**src/sv/egcd_pkg.sv**
```systemverilog
// ---------------------------------------------------------------------------
// egcd_pkg
// Shared types for the extended gcd unit: control and status between the
// sequencer and the shared divide / multiply-accumulate unit.
// ---------------------------------------------------------------------------
`timescale 1ns / 1ps

package egcd_pkg;

  typedef struct packed {
    logic load;   // launch one quotient round
  } egcd_div_ctrl_t;

  typedef struct packed {
    logic busy;   // a round is in progress
    logic done;   // round finished, results valid this cycle and after
  } egcd_div_stat_t;

endpackage

```
**src/sv/egcd_divstep.sv**
```systemverilog
// ---------------------------------------------------------------------------
// egcd_divstep
// Shared unit for one Euclid round: restoring division of r0 by r1, one
// quotient bit per cycle, with the quotient bits folded into two shift-add
// products q*s1 and q*c1 as they appear (msb first).
// ---------------------------------------------------------------------------
`timescale 1ns / 1ps

module egcd_divstep
  import egcd_pkg::*;
#(
  parameter int DATA_WIDTH = 32
) (
  input  logic                  clk,
  input  logic                  rst,
  input  egcd_div_ctrl_t        ctrl,
  output egcd_div_stat_t        stat,
  input  logic [DATA_WIDTH-2:0] dividend,
  input  logic [DATA_WIDTH-2:0] divisor,
  input  logic [DATA_WIDTH-1:0] mult_s,
  input  logic [DATA_WIDTH-1:0] mult_c,
  output logic [DATA_WIDTH-2:0] remainder,
  output logic [DATA_WIDTH-1:0] prod_s,
  output logic [DATA_WIDTH-1:0] prod_c
);

  localparam int CW = $clog2(DATA_WIDTH);

  logic                  running;
  logic                  done;
  logic [CW-1:0]         cnt;
  logic [DATA_WIDTH-2:0] rem;
  logic [DATA_WIDTH-2:0] dvd;
  logic [DATA_WIDTH-2:0] dvs;
  logic [DATA_WIDTH-1:0] ms;
  logic [DATA_WIDTH-1:0] mc;
  logic [DATA_WIDTH-1:0] acc_s;
  logic [DATA_WIDTH-1:0] acc_c;

  logic [DATA_WIDTH-1:0] trial;
  logic                  qbit;
  logic [DATA_WIDTH-1:0] trial_sub;
  logic [DATA_WIDTH-2:0] rem_next;
  logic [DATA_WIDTH-1:0] acc_s_next;
  logic [DATA_WIDTH-1:0] acc_c_next;

  always_comb begin
    trial      = {rem, dvd[DATA_WIDTH-2]};
    qbit       = (trial >= {1'b0, dvs});
    trial_sub  = trial - {1'b0, dvs};
    rem_next   = qbit ? trial_sub[DATA_WIDTH-2:0] : trial[DATA_WIDTH-2:0];
    // shift-add product, wraps at the coefficient width
    acc_s_next = {acc_s[DATA_WIDTH-2:0], 1'b0} + (qbit ? ms : '0);
    acc_c_next = {acc_c[DATA_WIDTH-2:0], 1'b0} + (qbit ? mc : '0);
  end

  always_ff @(posedge clk) begin
    if (rst) begin
      running <= 1'b0;
      done    <= 1'b0;
      cnt     <= '0;
    end else begin
      done <= 1'b0;
      if (ctrl.load && !running) begin
        running <= 1'b1;
        cnt     <= CW'(DATA_WIDTH - 1);
        rem     <= '0;
        dvd     <= dividend;
        dvs     <= divisor;
        ms      <= mult_s;
        mc      <= mult_c;
        acc_s   <= '0;
        acc_c   <= '0;
      end else if (running) begin
        rem   <= rem_next;
        dvd   <= {dvd[DATA_WIDTH-3:0], 1'b0};
        acc_s <= acc_s_next;
        acc_c <= acc_c_next;
        cnt   <= cnt - 1'b1;
        if (cnt == CW'(1)) begin
          running <= 1'b0;
          done    <= 1'b1;
        end
      end
    end
  end

  assign stat.busy = running;
  assign stat.done = done;
  assign remainder = rem;
  assign prod_s    = acc_s;
  assign prod_c    = acc_c;

endmodule

```
**src/sv/extended_gcd_unit.sv**
```systemverilog
// ---------------------------------------------------------------------------
// extended_gcd_unit
// Extended Euclidean algorithm: gcd of two non-negative operands and the
// signed Bezout coefficients u, v with u*a + v*b = gcd.
// ---------------------------------------------------------------------------
//  channel   handshake        payload
//  item in   start / busy     first_value, second_value
//  result    done (strobe)    gcd_value, coef_first, coef_second
//
//  An item is taken when start is high and busy is low; busy stays high
//  until the result strobe. Each Euclid round runs check, launch,
//  DATA_WIDTH-1 bit-serial divider steps that also form q*s1 and q*c1,
//  and write-back; an item takes up to 45 rounds for 31-bit operands.
//  b = 0 gives a result from the check state with no divider round.
//  Reset is synchronous and returns the unit to idle; the receiver cannot
//  stall.
// ---------------------------------------------------------------------------
`timescale 1ns / 1ps

module extended_gcd_unit
  import egcd_pkg::*;
#(
  parameter int DATA_WIDTH = 32
) (
  input  logic                         clk,
  input  logic                         rst,
  input  logic                         start,
  output logic                         busy,
  input  logic [DATA_WIDTH-2:0]        first_value,
  input  logic [DATA_WIDTH-2:0]        second_value,
  output logic                         done,
  output logic [DATA_WIDTH-2:0]        gcd_value,
  output logic signed [DATA_WIDTH-1:0] coef_first,
  output logic signed [DATA_WIDTH-1:0] coef_second
);

  typedef enum logic [1:0] {
    ST_IDLE,
    ST_CHECK,
    ST_LAUNCH,
    ST_WAIT
  } state_t;

  state_t                state;
  logic [DATA_WIDTH-2:0] r0;
  logic [DATA_WIDTH-2:0] r1;
  logic [DATA_WIDTH-1:0] s0;
  logic [DATA_WIDTH-1:0] s1;
  logic [DATA_WIDTH-1:0] c0;
  logic [DATA_WIDTH-1:0] c1;

  egcd_div_ctrl_t        div_ctrl;
  egcd_div_stat_t        div_stat;
  logic [DATA_WIDTH-2:0] div_rem;
  logic [DATA_WIDTH-1:0] div_prod_s;
  logic [DATA_WIDTH-1:0] div_prod_c;

  assign div_ctrl.load = (state == ST_LAUNCH) && !div_stat.busy;

  egcd_divstep #(
    .DATA_WIDTH(DATA_WIDTH)
  ) u_divstep (
    .clk      (clk),
    .rst      (rst),
    .ctrl     (div_ctrl),
    .stat     (div_stat),
    .dividend (r0),
    .divisor  (r1),
    .mult_s   (s1),
    .mult_c   (c1),
    .remainder(div_rem),
    .prod_s   (div_prod_s),
    .prod_c   (div_prod_c)
  );

  assign busy = (state != ST_IDLE);

  always_ff @(posedge clk) begin
    if (rst) begin
      state <= ST_IDLE;
      done  <= 1'b0;
    end else begin
      done <= 1'b0;
      unique case (state)
        ST_IDLE: begin
          if (start) begin
            r0    <= first_value;
            r1    <= second_value;
            s0    <= DATA_WIDTH'(1);
            s1    <= '0;
            c0    <= '0;
            c1    <= DATA_WIDTH'(1);
            state <= ST_CHECK;
          end
        end
        ST_CHECK: begin
          if (r1 == '0) begin
            gcd_value   <= r0;
            coef_first  <= $signed(s0);
            coef_second <= $signed(c0);
            done        <= 1'b1;
            state       <= ST_IDLE;
          end else begin
            state <= ST_LAUNCH;
          end
        end
        ST_LAUNCH: begin
          if (div_ctrl.load) begin
            state <= ST_WAIT;
          end
        end
        ST_WAIT: begin
          if (div_stat.done) begin
            // (r0, r1) <- (r1, r0 mod r1), coefficients likewise
            r0    <= r1;
            r1    <= div_rem;
            s0    <= s1;
            s1    <= s0 - div_prod_s;
            c0    <= c1;
            c1    <= c0 - div_prod_c;
            state <= ST_CHECK;
          end
        end
        default: state <= ST_IDLE;
      endcase
    end
  end

endmodule
```
**config.mk**
```make
export PLATFORM = sky130hd
export DESIGN_NAME = extended_gcd_unit
export DESIGN_NICKNAME = d
export VERILOG_FILES = /design/src/sv/egcd_pkg.sv /design/src/sv/egcd_divstep.sv /design/src/sv/extended_gcd_unit.sv
export SDC_FILE = /design/constraint.sdc
export NUM_CORES = 1
export LEC_CHECK = 0
export ABC_AREA = 0
export ABC_CLOCK_PERIOD_IN_PS = 28500
export BUFFER_PORTS_ARGS = -buffer_cell sky130_fd_sc_hd__buf_2
export CAP_MARGIN = 20
export CORE_ASPECT_RATIO = 2
export CORE_MARGIN = 5
export CORE_UTILIZATION = 40
export CTS_CLUSTER_SIZE = 28
export DETAILED_ROUTE_END_ITERATION = 16
export PLACE_DENSITY = 0.65
export RECOVER_POWER = 25
export SLEW_MARGIN = 10
export SYNTH_ARGS = -nofsm -noshare
export SYNTH_HDL_FRONTEND = slang
export SYNTH_SLANG_ARGS = --single-unit
```
**constraint.sdc**
```tcl
create_clock -name clk -period 28.5 [get_ports clk]
set_input_delay 1.425 -clock clk [delete_from_list [all_inputs] [get_ports clk]]
set_output_delay 1.425 -clock clk [all_outputs]
set_load 0.05 [all_outputs]
```
======== After elaboration in Yosys (flattened, before gate mapping) ========
Cells that the tools add are included.
cells by class
  bitwise gates (word level) .............. 3
  equal/unequal tests ..................... 7
  reductions and logical operators ........ 15
  magnitude comparators ................... 1
  add/subtract/negate cells ............... 6
  mux-type cells .......................... 36
operator list
  cell                                                                number
  32-bit two-way mux                                                  10
  32-bit one-hot mux with 2 select lines                              4
  31-bit two-way mux                                                  8
  31-bit one-hot mux with 2 select lines                              2
  32-bit adder                                                        2
  32-bit subtractor                                                   2
  32-bit by 31-bit >= comparator with 1-bit output                    1
  31-bit zero test                                                    1
  31-bit subtractor                                                   1
  5-bit two-way mux                                                   2
  2-bit two-way mux                                                   4
  2-bit one-hot mux with 4 select lines                               1
  3-bit AND reduction                                                 2
  2-bit nonzero test                                                  3
  5-bit by 1-bit == test with 1-bit output, second input constant     1
  1-bit two-way mux                                                   5
  5-bit by 1-bit subtractor with 5-bit output, second input constant  1
  2-bit == test, second input constant                                2
  2-bit by 1-bit != test with 1-bit output, second input constant     2
  2-bit AND reduction                                                 2
  4-bit AND reduction                                                 1
  1-bit NOT                                                           3
  3-bit OR reduction                                                  1
  2-bit by 1-bit == test with 1-bit output, second input constant     1
  other kinds (5)                                                     6
storage, ports and cells
  logic and storage cells ................. 89
  register bits after elaboration ......... 516
  output and inout bits ................... 97

======== Longest topological paths before layout ========
Gate-level depths: netlist of run 1.
  depth in word-level cells ............... 5
  gate-level depth with buffers ........... 23

======== By module ========
A second synthesis of run 1 with hierarchy kept.
unflattened totals
  cells, all modules ...................... 2319
  area, all modules ....................... 27136.0 µm²
modules (own cells, without submodules)
  module             area each (µm²)  instances  cells an instance
  extended_gcd_unit  13890.8          1          1057
  egcd_divstep       13245.2          1          1262

======== Worst setup path before layout of run 1 ========
No wires, ideal clock.
  kind .................................... input to register
  start point ............................. input port rst
  end point ............................... register c0[0], enable pin
  data arrival time ....................... 15506 ps
  cell stages on the path ................. 2
  data required time ...................... 27480 ps
  path slack .............................. 11975 ps
  buffers on the path ..................... 1
  path through ............................ buf_1 -> a211oi_1
on the way
  longest elaborated chain between the ends .. 2
RTL lines
  item                           RTL line                  RTL
  start: declaration             extended_gcd_unit.sv:26   input logic rst,
  1-bit NOT (no line)            --
  4-bit AND reduction (no line)  --
  end signal: assignment         extended_gcd_unit.sv:91   c0 <= '0;
  end signal: assignment         extended_gcd_unit.sv:119  c0 <= c1;
  end: declaration               extended_gcd_unit.sv:49   logic [DATA_WIDTH-1:0] c0;
Every way passes these cells.
A chain may end at the register's enable or synchronous reset.

======== Final worst setup path of run 1 ========
  start point ............................. register u_divstep.rem[18] (netlist: u_divstep.remainder[18])
  end point ............................... register u_divstep.acc_s[31] (netlist: u_divstep.prod_s[31]), data pin
on the way
  longest elaborated chain between the ends .. 4
RTL lines
  item                                              RTL line            RTL
  start: declaration                                egcd_divstep.sv:32  logic [DATA_WIDTH-2:0] rem;
  start signal: assignment                          egcd_divstep.sv:75  rem <= rem_next;
  32-bit by 31-bit >= comparator with 1-bit output  egcd_divstep.sv:49  qbit = (trial >= {1'b0, dvs});
  32-bit two-way mux                                egcd_divstep.sv:53  acc_s_next = {acc_s[DATA_WIDTH-2:0], 1'b0} + (qbit ? ms : '0);
  32-bit adder                                      egcd_divstep.sv:53
  32-bit two-way mux                                egcd_divstep.sv:74  end else if (running) begin
  end signal: assignment                            egcd_divstep.sv:77  acc_s <= acc_s_next;
  end: declaration                                  egcd_divstep.sv:37  logic [DATA_WIDTH-1:0] acc_s;
Every way passes these cells. The select of a mux whose other input is x is not followed.

==> results of run 1 <==
## cells in the final DEF, fill, tap and decap left out, types with 8 or more instances in the layout
| cell | Yosys | layout |
|---|---|---|
| sky130_fd_sc_hd__a211oi_1 | 28 | 27 |
| sky130_fd_sc_hd__inv_1 | 134 | 133 |
| sky130_fd_sc_hd__nand2_1 | 208 | 208 |
| sky130_fd_sc_hd__o21ai_0 | 78 | 78 |
| sky130_fd_sc_hd__clkbuf_1 | 54 | 10 |
| sky130_fd_sc_hd__mux2i_1 | 13 | 13 |
| sky130_fd_sc_hd__ha_1 | 160 | 160 |
| sky130_fd_sc_hd__nand4_1 | 20 | 20 |
| sky130_fd_sc_hd__xnor2_1 | 62 | 62 |
| sky130_fd_sc_hd__o211ai_1 | 8 | 8 |
| sky130_fd_sc_hd__dfxtp_1 | 10 | 10 |
| sky130_fd_sc_hd__xor2_1 | 42 | 42 |
| sky130_fd_sc_hd__buf_4 | 0 | 13 |
| sky130_fd_sc_hd__nor2b_1 | 20 | 20 |
| sky130_fd_sc_hd__buf_2 | 6 | 160 |
| sky130_fd_sc_hd__nor4_1 | 12 | 12 |
| sky130_fd_sc_hd__clkinv_1 | 0 | 11 |
| sky130_fd_sc_hd__edfxtp_1 | 506 | 506 |
| sky130_fd_sc_hd__nor2_1 | 168 | 166 |
| sky130_fd_sc_hd__and2_1 | 135 | 103 |
| sky130_fd_sc_hd__mux2_2 | 64 | 64 |
| sky130_fd_sc_hd__and3_1 | 20 | 20 |
| sky130_fd_sc_hd__nand2b_1 | 32 | 31 |
| sky130_fd_sc_hd__nand3_1 | 25 | 25 |
| sky130_fd_sc_hd__a21o_1 | 79 | 79 |
| sky130_fd_sc_hd__o21bai_1 | 23 | 23 |
| sky130_fd_sc_hd__o21a_1 | 27 | 27 |
| sky130_fd_sc_hd__nor3_1 | 40 | 40 |
| sky130_fd_sc_hd__a21oi_1 | 134 | 134 |
| sky130_fd_sc_hd__clkbuf_16 | 0 | 51 |
| sky130_fd_sc_hd__o31ai_1 | 9 | 9 |
| sky130_fd_sc_hd__and2_0 | 0 | 32 |
| sky130_fd_sc_hd__a31oi_1 | 19 | 19 |
## metal layers
metal	vias up	track usage	part of all wire
met5	-	0	0
met4	0	0.08758	0.053
met3	164	0.02261	0.041
met2	489	0.3486	0.54
met1	8948	0.1903	0.37
li1	8570	-	-
## final cells by class
type	instances	area [um^2]	share of cell area
well taps	884	1106	0.03660
multi-input cells	1539	10650	0.3525
repair buffers	177	929.6	0.03076
clock inverters	33	331.6	0.01097
inverters	134	503.0	0.01664
clock buffers	58	1303	0.04310
flip-flops and latches	516	15390	0.5094
## power groups by stage
| stage | registers (uW) | logic, uW | clock network (uW) |
|---|---|---|---|
| finish | 906 | 220 | 679 |
| global route | 909 | 243 | 727 |
| CTS | 906 | 221 | 700 |
| detailed placement | 922 | 219 | 0 |
| global placement | 921 | 213 | 0 |
| floorplan | 927 | 163 | 0 |
## flip-flops by register name, summed over array words and instances (netlist names), 32 cells and up
register          cells
u_divstep.prod_c     32
u_divstep.ms         32
coef_second          32
c1                   32
s1                   32
s0                   32
u_divstep.mc         32
c0                   32
coef_first           32
u_divstep.prod_s     32
## worst max-delay path by stage
stage                     slack [ns]  cells after the start                    start                   end
after global placement         22.45                     20  u_divstep.remainder[18]  u_divstep.prod_c[31]
after floorplan                11.97                      2                      rst                 c0[0]
final                          22.28                     20  u_divstep.remainder[18]  u_divstep.prod_s[31]
after CTS                      22.33                     21         u_divstep.dvs[0]  u_divstep.prod_s[31]
after detailed placement       22.39                     21         u_divstep.dvs[0]  u_divstep.prod_c[31]
after global routing           21.86                     21         u_divstep.dvs[0]  u_divstep.prod_s[31]
## cell families after synthesis
kind of cell,after synthesis
xor+xnor,105
compound gates,486
mux,78
flops,516
simple gates,705
buf+inv,204
fa+ha+maj,165
## per-stage QoR
step	setup slack, ns	utilization	power [uW]	hold WS, ns
after floorplan	11.97	-	1090	0.4168
after global placement	22.45	0.4299	1135	0.4256
after detailed placement	22.39	0.4299	1142	0.4277
after CTS	22.33	0.4544	1827	0.4284
after global routing	21.86	0.4540	1879	0.4421
final	22.28	0.4540	1805	0.4329
==> metrics.txt, run 1 <==
# TYPE chip_impl_metric gauge
chip_impl_metric{name="fp.dieW",unit="um"} 193.0
chip_impl_metric{name="timing.final.crit_share",unit=""} 0.2184
chip_impl_metric{name="final_area",unit="um^2"} 30220
chip_impl_info{name="timing.critical_path.to_type",value="register"} 1
chip_impl_metric{name="synth.avg_cell_area",unit="um^2"} 11.86
chip_impl_info{name="reg2reg_from",value="u_divstep.remainder[18]"} 1
chip_impl_metric{name="number_of_remaining_drc_errors",unit=""} 0
chip_impl_metric{name="route.final.wire_length",unit="um"} 67660
chip_impl_info{name="worst_hold_startpoint",value="s1[21]"} 1
chip_impl_info{name="rsz0062_at_grt",value="false"} 1
chip_impl_metric{name="max-clock-path-buffers",unit=""} 3
chip_impl_metric{name="post_cts_buffers",unit=""} 0
chip_impl_metric{name="timing.hold.worst_path_depth",unit=""} 0
chip_impl_metric{name="synth_compound_gate_area_share",unit=""} 0.1227
chip_impl_metric{name="io_buffer_count",unit=""} 161
chip_impl_metric{name="insertedDiodeCount",unit=""} 0
chip_impl_metric{name="r2r_setup_slack",unit="ns"} 22.28
chip_impl_metric{name="timing.setup.tns",unit="ns"} 0
chip_impl_metric{name="synth_nets",unit=""} 2489
chip_impl_metric{name="avgViaCountPerCell",unit=""} 5.439
chip_impl_info{name="synth_top_area_cell",value="sky130_fd_sc_hd__edfxtp_1"} 1
chip_impl_metric{name="synthXorXnorAreaFrac",unit=""} 0.03485
chip_impl_info{name="failed_checks",value="capacitance limit, slew limit"} 1
chip_impl_metric{name="report.final.slew_viol_count",unit=""} 192
chip_impl_metric{name="number_of_antenna_violations_at_the_first_check_in_global_routing",unit=""} 0
chip_impl_metric{name="first_pass_iters",unit=""} 5
chip_impl_metric{name="drive_above_1_share",unit=""} 0.1441
chip_impl_metric{name="cts-buffers-inserted",unit=""} 49
chip_impl_metric{name="required",unit="ns"} 28.74
chip_impl_info{name="critPathKind",value="reg2reg"} 1
chip_impl_metric{name="htree_levels",unit=""} 2
chip_impl_metric{name="synth_simple_gate_area_frac",unit=""} 0.1280
chip_impl_metric{name="core_rows",unit=""} 134
chip_impl_metric{name="worst_setup_hold_path_clk_slew",unit="ns"} 0.07
chip_impl_info{name="synth_top_cells_by_area",value="sky130_fd_sc_hd__edfxtp_1 (57%), sky130_fd_sc_hd__ha_1 (7.5%), sky130_fd_sc_hd__and2_1 (3.2%)"} 1
chip_impl_metric{name="critPathArrivalTime",unit="ns"} 6.46
chip_impl_metric{name="synth_mux_area_frac",unit=""} 0.03233
chip_impl_metric{name="dp.final_hpwl",unit="um"} 47170
chip_impl_metric{name="hold_viol",unit=""} 0
chip_impl_metric{name="synthesis.area",unit="um^2"} 26780
chip_impl_info{name="run_status",value="finished with violations"} 1
chip_impl_info{name="main_combinational_cell_family_by_area_after_synthesis",value="simple AND/OR/NAND/NOR gates"} 1
chip_impl_metric{name="place.detailed.instances",unit=""} 3250
chip_impl_metric{name="num-fill-cells",unit=""} 6081
chip_impl_metric{name="finalNetCount",unit=""} 2647
chip_impl_metric{name="grt_pass1_wl",unit="um"} 103600
chip_impl_info{name="whs_endpoint",value="u_divstep.ms[21]"} 1
chip_impl_metric{name="pin_count",unit=""} 162
chip_impl_metric{name="worst-path-max-fanout",unit=""} 89
chip_impl_metric{name="p_per_area",unit="nW/um^2"} 59.73
chip_impl_metric{name="worstRegToRegCells",unit=""} 20
chip_impl_metric{name="clock_insertion_delay_worst_skew",unit="ns"} 0.59
chip_impl_metric{name="post_cts_hold_buffer_count",unit=""} 0
chip_impl_metric{name="layout.cells.non_filler",unit=""} 3341
chip_impl_metric{name="synth-adder-area-share",unit=""} 0.07848
chip_impl_metric{name="postSynthRegisterBits",unit=""} 516
chip_impl_metric{name="switching_share_of_power",unit=""} 0.2517
chip_impl_metric{name="sequentialPowerShare",unit=""} 0.502
chip_impl_metric{name="async_reset_ff_frac",unit=""} 0
chip_impl_metric{name="fmaxAchievable",unit="MHz"} 160.7
chip_impl_metric{name="start_util",unit=""} 0.4024
chip_impl_metric{name="clock_sinks",unit=""} 516
chip_impl_metric{name="ir_worst_vdd",unit="mV"} 0.03923
chip_impl_metric{name="grtUsageTotal",unit=""} 0.1813
chip_impl_metric{name="grt_overflow",unit=""} 0
chip_impl_metric{name="timing.max_cap.violations",unit=""} 3
chip_impl_metric{name="clock_power_share",unit=""} 0.376
chip_impl_metric{name="die_extent_in_y",unit="um"} 376.0
chip_impl_metric{name="ys_warn_count",unit=""} 0
chip_impl_info{name="tritoncts_clock_tree",value="built"} 1
chip_impl_metric{name="actual_slew_at_the_worst_max_slew_pin",unit="ns"} 3.893
chip_impl_info{name="path_delay_family",value="compound AO/OA/AOI/OAI gates"} 1
chip_impl_metric{name="area_growth_synth_to_finish",unit="%"} 12.82
chip_impl_info{name="worstPathCellList",value="ha_1 > nand2_1 > o21a_1 > o31ai_1 > a21oi_1 > a21oi_2 > o21a_2 > buf_4 > and2_1 > ha_1 > fa_1 > a211oi_1 > o21a_1 > nor3_1 > o21ai_0 > nand2_1 > nand3_1 > a31oi_1 > xnor3_1 > nor2_1"} 1
chip_impl_info{name="ys_dominant_reg_cell",value="sky130_fd_sc_hd__edfxtp_1"} 1
chip_impl_metric{name="cts-resized-gates",unit=""} 0
chip_impl_info{name="cts_root_buffer",value="sky130_fd_sc_hd__clkbuf_16"} 1
chip_impl_metric{name="path_buf_inv",unit=""} 1
chip_impl_info{name="hold_class",value="reg2reg"} 1
chip_impl_info{name="yosysMostFrequentCell",value="sky130_fd_sc_hd__edfxtp_1"} 1
chip_impl_metric{name="core_region_area",unit="um^2"} 66560
chip_impl_metric{name="internal_power",unit="uW"} 1351
chip_impl_metric{name="place.gp.congestion",unit=""} 0.9240
chip_impl_info{name="netlist_top_cells_count",value="sky130_fd_sc_hd__edfxtp_1 (506), sky130_fd_sc_hd__nand2_1 (208), sky130_fd_sc_hd__nor2_1 (168)"} 1
chip_impl_metric{name="detailroute.via_count",unit=""} 18170
chip_impl_metric{name="skew",unit="ns"} 0.01927
chip_impl_metric{name="synth_enable_flop_cells",unit=""} 506
chip_impl_info{name="regToRegEndpoint",value="u_divstep.prod_s[31]"} 1
chip_impl_metric{name="cellLeakagePower",unit="uW"} 0.01181
chip_impl_metric{name="post-route-min-period",unit="ns"} 6.224
chip_impl_metric{name="ant_nets",unit=""} 0
chip_impl_metric{name="average_wire_per_cell_in_the_routed_design",unit="um"} 20.25
chip_impl_metric{name="grt_pass1_vias",unit=""} 19260
chip_impl_metric{name="synth_seq_area_share",unit=""} 0.5748
chip_impl_metric{name="placed_cell_area",unit="um^2"} 28610
chip_impl_metric{name="drt-initial-drc-count",unit=""} 1013
chip_impl_metric{name="netSwitchingPower",unit="uW"} 454.2
chip_impl_metric{name="die_area",unit="um^2"} 72550
chip_impl_metric{name="syn_inst",unit=""} 2259
chip_impl_metric{name="critPathMaxStageDelay",unit="ns"} 0.78
chip_impl_info{name="crit_path_top_delay_cell",value="sky130_fd_sc_hd__buf_4"} 1
chip_impl_metric{name="synth_top_area_frac",unit=""} 0.5673
chip_impl_metric{name="synth.lib_cells_used.distinct",unit=""} 82
chip_impl_info{name="crit_path_launch_type",value="register"} 1
chip_impl_metric{name="report.final.setup_viol",unit=""} 0
chip_impl_metric{name="timing.max_slew.rel_slack",unit=""} -1.595
chip_impl_metric{name="share_comb_of_total_power",unit=""} 0.122
chip_impl_metric{name="largest_net_degree_at_the_start_of_global_routing",unit=""} 131
Note: power is estimated with default switching activity, not from simulation.
==> run 2: changes to the inputs <==
Settings changed: ABC_CLOCK_PERIOD_IN_PS 28500 to 6500.
Clock period 28.5 ns to 6.5 ns, I/O delays scaled along.
==> run 2 against run 1 <==
  * The run now ends clean
  * Largest power group unchanged
  * Power rose to 4.3 times the previous value
  * Largest cell class unchanged
  * Maximum frequency rose by 4.4%
  * Sequential share of layout area decreased by 0.28 points
  * Setup slack worse by 22 ns
  * Die area unchanged
  * Critical path type unchanged
  * First-iteration DRC count is 4.6% lower
==> metrics.txt, run 2 (same netlist as run 1, synthesis figures left out) <==
# TYPE chip_impl_metric gauge
chip_impl_metric{name="final_util",unit=""} 0.4565
chip_impl_metric{name="timing.final.crit_share",unit=""} 0.9169
chip_impl_metric{name="worstRegToRegCells",unit=""} 18
chip_impl_metric{name="hold_viol",unit=""} 0
chip_impl_metric{name="required",unit="ns"} 6.82
chip_impl_metric{name="share_comb_of_total_power",unit=""} 0.126
chip_impl_metric{name="worst-path-max-fanout",unit=""} 48
chip_impl_metric{name="post-layout-total-power",unit="uW"} 7785
chip_impl_metric{name="netSwitchingPower",unit="uW"} 2018
chip_impl_metric{name="insertedDiodeCount",unit=""} 0
chip_impl_metric{name="post_cts_buffers",unit=""} 0
chip_impl_metric{name="sequentialPowerShare",unit=""} 0.510
chip_impl_metric{name="timing.hold.worst_path_depth",unit=""} 2
chip_impl_info{name="critPathKind",value="reg2reg"} 1
chip_impl_info{name="cts_root_buffer",value="sky130_fd_sc_hd__clkbuf_16"} 1
chip_impl_metric{name="post-route-min-period",unit="ns"} 5.960
chip_impl_metric{name="skew",unit="ns"} 0.02639
chip_impl_metric{name="grt_pass1_vias",unit=""} 19310
chip_impl_metric{name="timing.critical_path.depth",unit=""} 18
chip_impl_metric{name="worst_setup_hold_path_clk_slew",unit="ns"} 0.07
chip_impl_metric{name="start_util",unit=""} 0.4024
chip_impl_metric{name="clock_sinks",unit=""} 516
chip_impl_metric{name="first_pass_iters",unit=""} 9
chip_impl_metric{name="cts-buffers-inserted",unit=""} 48
chip_impl_metric{name="average_wire_per_cell_in_the_routed_design",unit="um"} 20.32
chip_impl_metric{name="ir_worst_vdd",unit="mV"} 0.2154
chip_impl_info{name="whs_endpoint",value="r0[18]"} 1
chip_impl_info{name="timing.critical_path.to_type",value="register"} 1
chip_impl_metric{name="clock_insertion_delay_worst_skew",unit="ns"} 0.61
chip_impl_info{name="worst_hold_startpoint",value="first_value[18]"} 1
chip_impl_metric{name="internal_power",unit="uW"} 5766
chip_impl_metric{name="die_area",unit="um^2"} 72550
chip_impl_metric{name="detailroute.via_count",unit=""} 18200
chip_impl_metric{name="timing.max_cap.violations",unit=""} 0
chip_impl_metric{name="r2r_setup_slack",unit="ns"} 0.54
chip_impl_metric{name="grtUsageTotal",unit=""} 0.1848
chip_impl_metric{name="placed_cell_area",unit="um^2"} 28650
chip_impl_info{name="reg2reg_from",value="u_divstep.dvs[0]"} 1
chip_impl_info{name="regToRegEndpoint",value="u_divstep.prod_s[24]"} 1
chip_impl_metric{name="path_buf_inv",unit=""} 0
chip_impl_metric{name="cellLeakagePower",unit="uW"} 0.01171
chip_impl_metric{name="layout.cells.non_filler",unit=""} 3372
chip_impl_metric{name="report.final.setup_viol",unit=""} 0
chip_impl_metric{name="largest_net_degree_at_the_start_of_global_routing",unit=""} 118
chip_impl_metric{name="ant_nets",unit=""} 0
chip_impl_info{name="path_delay_family",value="compound AO/OA/AOI/OAI gates"} 1
chip_impl_metric{name="die_extent_in_y",unit="um"} 376.0
chip_impl_metric{name="fp.dieW",unit="um"} 193.0
chip_impl_info{name="run_status",value="complete, no violations"} 1
chip_impl_metric{name="drive_above_1_share",unit=""} 0.1105
chip_impl_metric{name="dp.final_hpwl",unit="um"} 47290
chip_impl_metric{name="io_buffer_count",unit=""} 161
chip_impl_metric{name="actual_slew_at_the_worst_max_slew_pin",unit="ns"} 0.9693
chip_impl_metric{name="drt-initial-drc-count",unit=""} 966
chip_impl_info{name="tritoncts_clock_tree",value="built"} 1
chip_impl_info{name="crit_path_launch_type",value="register"} 1
chip_impl_metric{name="number_of_antenna_violations_at_the_first_check_in_global_routing",unit=""} 0
chip_impl_info{name="hold_class",value="in2reg"} 1
chip_impl_metric{name="report.final.slew_viol_count",unit=""} 0
chip_impl_metric{name="finalNetCount",unit=""} 2679
chip_impl_metric{name="timing.max_slew.rel_slack",unit=""} 0.3538
chip_impl_metric{name="clock_power_share",unit=""} 0.364
chip_impl_metric{name="core_rows",unit=""} 134
chip_impl_metric{name="avgViaCountPerCell",unit=""} 5.398
chip_impl_metric{name="grt_overflow",unit=""} 0
chip_impl_metric{name="area_growth_synth_to_finish",unit="%"} 13.44
chip_impl_info{name="worstPathCellList",value="ha_1 > fa_1 > nor2b_1 > o31ai_1 > a21oi_1 > o211ai_1 > a21oi_2 > o21a_2 > and2_1 > ha_1 > o21ai_0 > nor4_1 > nor3_2 > a211oi_2 > o311ai_2 > nand2_2 > a2111oi_0 > nor4_1"} 1
chip_impl_metric{name="max-clock-path-buffers",unit=""} 3
chip_impl_metric{name="fmaxAchievable",unit="MHz"} 167.8
chip_impl_metric{name="htree_levels",unit=""} 2
chip_impl_info{name="crit_path_top_delay_cell",value="sky130_fd_sc_hd__o21a_2"} 1
chip_impl_metric{name="place.detailed.instances",unit=""} 3252
chip_impl_metric{name="place.gp.congestion",unit=""} 0.9024
chip_impl_metric{name="critPathArrivalTime",unit="ns"} 6.28
chip_impl_metric{name="final_area",unit="um^2"} 30390
chip_impl_metric{name="pin_count",unit=""} 162
chip_impl_metric{name="cts-resized-gates",unit=""} 0
chip_impl_metric{name="timing.setup.tns",unit="ns"} 0
chip_impl_info{name="rsz0062_at_grt",value="false"} 1
chip_impl_metric{name="post_cts_hold_buffer_count",unit=""} 31
chip_impl_metric{name="switching_share_of_power",unit=""} 0.2593
chip_impl_metric{name="p_per_area",unit="nW/um^2"} 256.2
chip_impl_metric{name="number_of_remaining_drc_errors",unit=""} 0
chip_impl_metric{name="route.final.wire_length",unit="um"} 68500
chip_impl_info{name="layout_common_cells",value="sky130_fd_sc_hd__edfxtp_1 (506), sky130_fd_sc_hd__nand2_1 (208), sky130_fd_sc_hd__nor2_1 (166), sky130_fd_sc_hd__ha_1 (159), sky130_fd_sc_hd__and2_1 (135)"} 1
chip_impl_info{name="final_common_cell",value="sky130_fd_sc_hd__edfxtp_1"} 1
chip_impl_metric{name="grt_pass1_wl",unit="um"} 105000
chip_impl_metric{name="critPathMaxStageDelay",unit="ns"} 0.81
chip_impl_metric{name="core_region_area",unit="um^2"} 66560
-- run 2: changes by cell type in the layout (fill, tap and decap cells not counted), moves of 3 or more --
| cell | before | now |
|---|---|---|
| sky130_fd_sc_hd__and2_1 | 103 | 135 |
| sky130_fd_sc_hd__buf_4 | 13 | 16 |
| sky130_fd_sc_hd__clkinvlp_4 | 3 | 7 |
| sky130_fd_sc_hd__and2_0 | 32 | 0 |
| sky130_fd_sc_hd__bufinv_16 | 6 | 3 |
| sky130_fd_sc_hd__clkinv_1 | 11 | 7 |
| sky130_fd_sc_hd__clkbuf_16 | 51 | 48 |
| sky130_fd_sc_hd__clkbuf_1 | 10 | 95 |
| sky130_fd_sc_hd__dlygate4sd3_1 | 0 | 31 |
| sky130_fd_sc_hd__buf_2 | 160 | 76 |
-- run 2: layer usage --
layer / up-vias / share of wire / global-route usage
met1: 8978 / 0.37 / 0.1925
met2: 452 / 0.55 / 0.3624
li1: 8616 / - / -
met3: 157 / 0.036 / 0.02030
met5: - / 0 / 0
met4: 0 / 0.046 / 0.08263
-- run 2: cell type report --
class	instances	area [um^2]
multi-input combinational	1539	10680
tap	884	1106
timing repair buffer	210	1170
clock inverter	30	279.0
inverter	134	503.0
fill	6134	36180
sequential	516	15390
clock buffer	59	1252
-- run 2: through the flow --
step | hold WS [ns] | setup WS [ns]
2_1_floorplan | 0.4017 | 0.01230
3_3_place_gp | 0.4235 | 0.7006
3_5_place_dp | 0.4253 | 0.5524
4_1_cts | 0.0001910 | 0.5367
5_1_grt | 0.01541 | 0.1277
6_report | 0.03963 | 0.5401
-- run 2: worst max path at each step --
stage,from,slack (ns),end
after floorplan,state[0],0.01,c0[0]
after global placement,u_divstep.dvd[30],0.70,u_divstep.prod_c[31]
after detailed placement,u_divstep.dvd[30],0.55,u_divstep.prod_s[24]
after CTS,u_divstep.dvd[30],0.54,u_divstep.prod_s[24]
after global routing,u_divstep.dvs[0],0.13,u_divstep.prod_c[31]
final,u_divstep.dvs[0],0.54,u_divstep.prod_s[24]
-- run 2: power by group through the flow --
stage               Sequential, uW  Combinational, uW  Clock, uW
detailed placement            4040                963          0
floorplan                     4010                718          0
global placement              4040                940          0
CTS                           3970                986       2920
finish                        3970                983       2830
global route                  3980               1080       3040
==> run 3: changes to the inputs <==
Settings changed: SYNTH_HIERARCHICAL set to 1.
==> run 3 against run 2 <==
  * Non-clock buffer count fell by 25
  * Critical path depth grew 2
  * Maximum frequency grew 5.7%
  * Synthesized area increased by 1.3%
  * Clock skew fell by 0.0072 ns
  * Clock power grew 2%
  * Die area increased by 1.3%
  * Synthesized cell count rose by 2.7%
  * Largest cell class unchanged
  * Highest routed layer unchanged
==> metrics.txt, run 3 <==
# TYPE chip_impl_metric gauge
chip_impl_metric{name="final_critical_path_setup_slack",unit="ns"} 0.8616
chip_impl_metric{name="switching_share_of_power",unit=""} 0.2613
chip_impl_metric{name="synth_mux_area_frac",unit=""} 0.02762
chip_impl_metric{name="avgViaCountPerCell",unit=""} 5.457
chip_impl_metric{name="timing.max_cap.violations",unit=""} 0
chip_impl_metric{name="syn_inst",unit=""} 2319
chip_impl_info{name="netlist_top_cells_count",value="sky130_fd_sc_hd__edfxtp_1 (506), sky130_fd_sc_hd__nand2_1 (226), sky130_fd_sc_hd__nor2_1 (166)"} 1
chip_impl_metric{name="timing.max_slew.rel_slack",unit=""} 0.3259
chip_impl_metric{name="number_of_remaining_drc_errors",unit=""} 0
chip_impl_metric{name="worst_setup_hold_path_clk_slew",unit="ns"} 0.07
chip_impl_metric{name="number_of_antenna_violations_at_the_first_check_in_global_routing",unit=""} 0
chip_impl_info{name="tritoncts_clock_tree",value="built"} 1
chip_impl_metric{name="internal_power",unit="uW"} 5828
chip_impl_metric{name="synthXorXnorAreaFrac",unit=""} 0.03873
chip_impl_metric{name="insertedDiodeCount",unit=""} 0
chip_impl_metric{name="postSynthRegisterBits",unit=""} 516
chip_impl_metric{name="average_wire_per_cell_in_the_routed_design",unit="um"} 20.12
chip_impl_metric{name="synth-adder-area-share",unit=""} 0.07746
chip_impl_metric{name="post_cts_buffers",unit=""} 0
chip_impl_metric{name="drt-initial-drc-count",unit=""} 1072
chip_impl_info{name="critPathKind",value="reg2reg"} 1
chip_impl_metric{name="post-layout-total-power",unit="uW"} 7890
chip_impl_metric{name="htree_levels",unit=""} 2
chip_impl_metric{name="grtUsageTotal",unit=""} 0.1796
chip_impl_metric{name="netSwitchingPower",unit="uW"} 2062
chip_impl_metric{name="place_worst_setup_slack",unit="ns"} 0.9024
chip_impl_metric{name="synth.avg_cell_area",unit="um^2"} 11.70
chip_impl_metric{name="ant_nets",unit=""} 0
chip_impl_metric{name="report.final.setup_viol",unit=""} 0
chip_impl_metric{name="synth_compound_gate_area_share",unit=""} 0.1250
chip_impl_metric{name="max-clock-path-buffers",unit=""} 3
chip_impl_metric{name="route.final.wire_length",unit="um"} 68520
chip_impl_metric{name="synth_top_area_frac",unit=""} 0.5599
chip_impl_metric{name="actual_slew_at_the_worst_max_slew_pin",unit="ns"} 1.011
chip_impl_metric{name="critPathArrivalTime",unit="ns"} 5.95
chip_impl_metric{name="cts-buffers-inserted",unit=""} 49
chip_impl_metric{name="drive_above_1_share",unit=""} 0.1093
chip_impl_metric{name="fin_hold_ws",unit="ns"} 0.04356
chip_impl_metric{name="detailroute.via_count",unit=""} 18580
chip_impl_metric{name="grt_pass1_vias",unit=""} 19350
chip_impl_info{name="run_status",value="complete, no violations"} 1
chip_impl_metric{name="core_region_area",unit="um^2"} 67560
chip_impl_metric{name="ys_warn_count",unit=""} 6
chip_impl_metric{name="fmaxAchievable",unit="MHz"} 177.4
chip_impl_metric{name="synth_enable_flop_cells",unit=""} 506
chip_impl_metric{name="clock_sinks",unit=""} 516
chip_impl_metric{name="synth_seq_area_share",unit=""} 0.5673
chip_impl_metric{name="synth_simple_gate_area_frac",unit=""} 0.1332
chip_impl_metric{name="finalNetCount",unit=""} 2707
chip_impl_metric{name="worst-path-max-fanout",unit=""} 35
chip_impl_info{name="timing.critical_path.to_type",value="register"} 1
chip_impl_metric{name="async_reset_ff_frac",unit=""} 0
chip_impl_metric{name="timing.setup.tns",unit="ns"} 0
chip_impl_info{name="rsz0062_at_grt",value="false"} 1
chip_impl_metric{name="synth_nets",unit=""} 2549
chip_impl_info{name="crit_path_launch_type",value="register"} 1
chip_impl_metric{name="synthesis.area",unit="um^2"} 27140
chip_impl_metric{name="sequentialPowerShare",unit=""} 0.503
chip_impl_info{name="yosysMostFrequentCell",value="sky130_fd_sc_hd__edfxtp_1"} 1
chip_impl_metric{name="die_extent_in_y",unit="um"} 378.3
chip_impl_metric{name="skew",unit="ns"} 0.01918
chip_impl_info{name="synth_top_cells_by_area",value="sky130_fd_sc_hd__edfxtp_1 (56%), sky130_fd_sc_hd__ha_1 (7.4%), sky130_fd_sc_hd__and2_1 (3.2%)"} 1
chip_impl_metric{name="core_rows",unit=""} 135
chip_impl_metric{name="cellLeakagePower",unit="uW"} 0.01188
chip_impl_metric{name="synth.lib_cells_used.distinct",unit=""} 84
chip_impl_metric{name="largest_net_degree_at_the_start_of_global_routing",unit=""} 69
chip_impl_metric{name="start_util",unit=""} 0.4016
chip_impl_info{name="main_combinational_cell_family_by_area_after_synthesis",value="simple AND/OR/NAND/NOR gates"} 1
chip_impl_metric{name="cts-resized-gates",unit=""} 0
chip_impl_metric{name="post_cts_hold_buffer_count",unit=""} 0
chip_impl_metric{name="ir_worst_vdd",unit="mV"} 0.1804
chip_impl_info{name="layout_common_cells",value="sky130_fd_sc_hd__edfxtp_1 (506), sky130_fd_sc_hd__nand2_1 (226), sky130_fd_sc_hd__nor2_1 (164), sky130_fd_sc_hd__ha_1 (159), sky130_fd_sc_hd__and2_1 (139)"} 1
chip_impl_metric{name="place.gp.congestion",unit=""} 0.8980
chip_impl_metric{name="grt_overflow",unit=""} 0
chip_impl_metric{name="pin_count",unit=""} 162
chip_impl_metric{name="clock_power_share",unit=""} 0.368
chip_impl_info{name="hold_class",value="in2reg"} 1
chip_impl_metric{name="fp.dieW",unit="um"} 194.2
chip_impl_metric{name="timing.final.crit_share",unit=""} 0.8674
chip_impl_metric{name="report.final.slew_viol_count",unit=""} 0
chip_impl_metric{name="required",unit="ns"} 6.81
chip_impl_metric{name="final_util",unit=""} 0.4504
chip_impl_metric{name="p_per_area",unit="nW/um^2"} 259.3
chip_impl_info{name="synth_top_area_cell",value="sky130_fd_sc_hd__edfxtp_1"} 1
chip_impl_metric{name="io_buffer_count",unit=""} 161
chip_impl_metric{name="area_growth_synth_to_finish",unit="%"} 12.13
chip_impl_metric{name="hold_viol",unit=""} 0
chip_impl_metric{name="die_area",unit="um^2"} 73470
chip_impl_metric{name="clock_insertion_delay_worst_skew",unit="ns"} 0.59
chip_impl_info{name="final_common_cell",value="sky130_fd_sc_hd__edfxtp_1"} 1
chip_impl_metric{name="grt_pass1_wl",unit="um"} 106000
chip_impl_metric{name="first_pass_iters",unit=""} 7
chip_impl_info{name="cts_root_buffer",value="sky130_fd_sc_hd__clkbuf_16"} 1
chip_impl_metric{name="post-route-min-period",unit="ns"} 5.638
chip_impl_metric{name="share_comb_of_total_power",unit=""} 0.129
chip_impl_info{name="ys_dominant_reg_cell",value="sky130_fd_sc_hd__edfxtp_1"} 1
chip_impl_metric{name="dp.final_hpwl",unit="um"} 48360
## run 3: cell count changes after synthesis, moves of 6 or more
cell                       previous run  this run
sky130_fd_sc_hd__a41oi_1              1         8
sky130_fd_sc_hd__a211o_1              2         8
sky130_fd_sc_hd__nand2_1            208       226
sky130_fd_sc_hd__o21bai_1            23        16
sky130_fd_sc_hd__mux2i_1             13         4
sky130_fd_sc_hd__nand2b_1            32        22
sky130_fd_sc_hd__xor2_1              42        57
sky130_fd_sc_hd__or3_1                4        11
sky130_fd_sc_hd__clkbuf_1            54        60
sky130_fd_sc_hd__nor2b_1             20        26
sky130_fd_sc_hd__a21o_1              79        87
sky130_fd_sc_hd__a21boi_0             7         0
sky130_fd_sc_hd__a31oi_1             19        27
## run 3: power by group through the flow
| stage | sequential, uW | clock [uW] | combinational [uW] |
|---|---|---|---|
| global placement | 4040 | 0 | 986 |
| floorplan | 4010 | 0 | 753 |
| finish | 3970 | 2900 | 1020 |
| detailed placement | 4050 | 0 | 1010 |
| global route | 3990 | 3100 | 1120 |
| CTS | 3970 | 2980 | 1020 |
## run 3: cell type report
class	instances	area, um^2
clock buffer	57	1266
clock inverter	32	299.0
fill	6353	37140
inverter	132	495.5
multi-input combinational	1593	10970
sequential	516	15390
tap	890	1114
timing repair buffer	185	884.6
## run 3: metal layers
metal  track usage  up-vias  part of all wire
met5             0        -                 0
met4       0.06373        0             0.033
met3       0.02056      134             0.039
met2        0.3428      480              0.53
met1        0.2059     9154              0.39
li1              -     8814                 -
## run 3: kinds of logic (layout without fill, tap and decap cells)
group / count (synthesis) / in the layout
multiplexers: 67 / 67
buffers and inverters: 210 / 406
flip-flops: 516 / 516
AO/OA/AOI/OAI: 506 / 506
adder cells (fa/ha/maj): 165 / 165
AND/OR/NAND/NOR: 735 / 735
XOR/XNOR: 120 / 120
## run 3: through the flow
step | area [um^2] | cells
after CTS | 30520 | 3404
after global routing | 30430 | 3405
after global placement | 28960 | 3315
after floorplan | 27160 | 2319
final | 30430 | 3405
after detailed placement | 28960 | 3315
## run 3: path summary, 6_finish.rpt
path / start / endpoint / slack [ns] / depth (start not counted)
setup / recovery: u_divstep/remainder[18] / u_divstep/prod_s[24] / 0.86 / 20
hold / removal: first_value[19] / r0[19] / 0.04 / 2
setup reg to reg: u_divstep/remainder[18] / u_divstep/prod_s[24] / 0.86 / 20
hold reg to reg: c1[28] / u_divstep/mc[28] / 0.43 / 0
## run 3: critical path, stage by stage, from the launching register on
cell,delay [ns]
sky130_fd_sc_hd__edfxtp_1,0.43
sky130_fd_sc_hd__ha_1,0.41
sky130_fd_sc_hd__a21oi_1,0.23
sky130_fd_sc_hd__o21ai_0,0.16
sky130_fd_sc_hd__and3_1,0.22
sky130_fd_sc_hd__or4b_1,0.51
sky130_fd_sc_hd__nand3b_4,0.18
sky130_fd_sc_hd__a21oi_4,0.29
sky130_fd_sc_hd__nor2_4,0.21
sky130_fd_sc_hd__buf_4,0.24
sky130_fd_sc_hd__and2_1,0.17
sky130_fd_sc_hd__ha_1,0.34
sky130_fd_sc_hd__nand2_1,0.10
sky130_fd_sc_hd__o211ai_1,0.25
sky130_fd_sc_hd__a41oi_1,0.14
sky130_fd_sc_hd__o21ai_0,0.45
sky130_fd_sc_hd__nor2_1,0.13
sky130_fd_sc_hd__o31ai_1,0.42
sky130_fd_sc_hd__a31oi_1,0.18
sky130_fd_sc_hd__xor2_1,0.20
sky130_fd_sc_hd__nor2_1,0.06
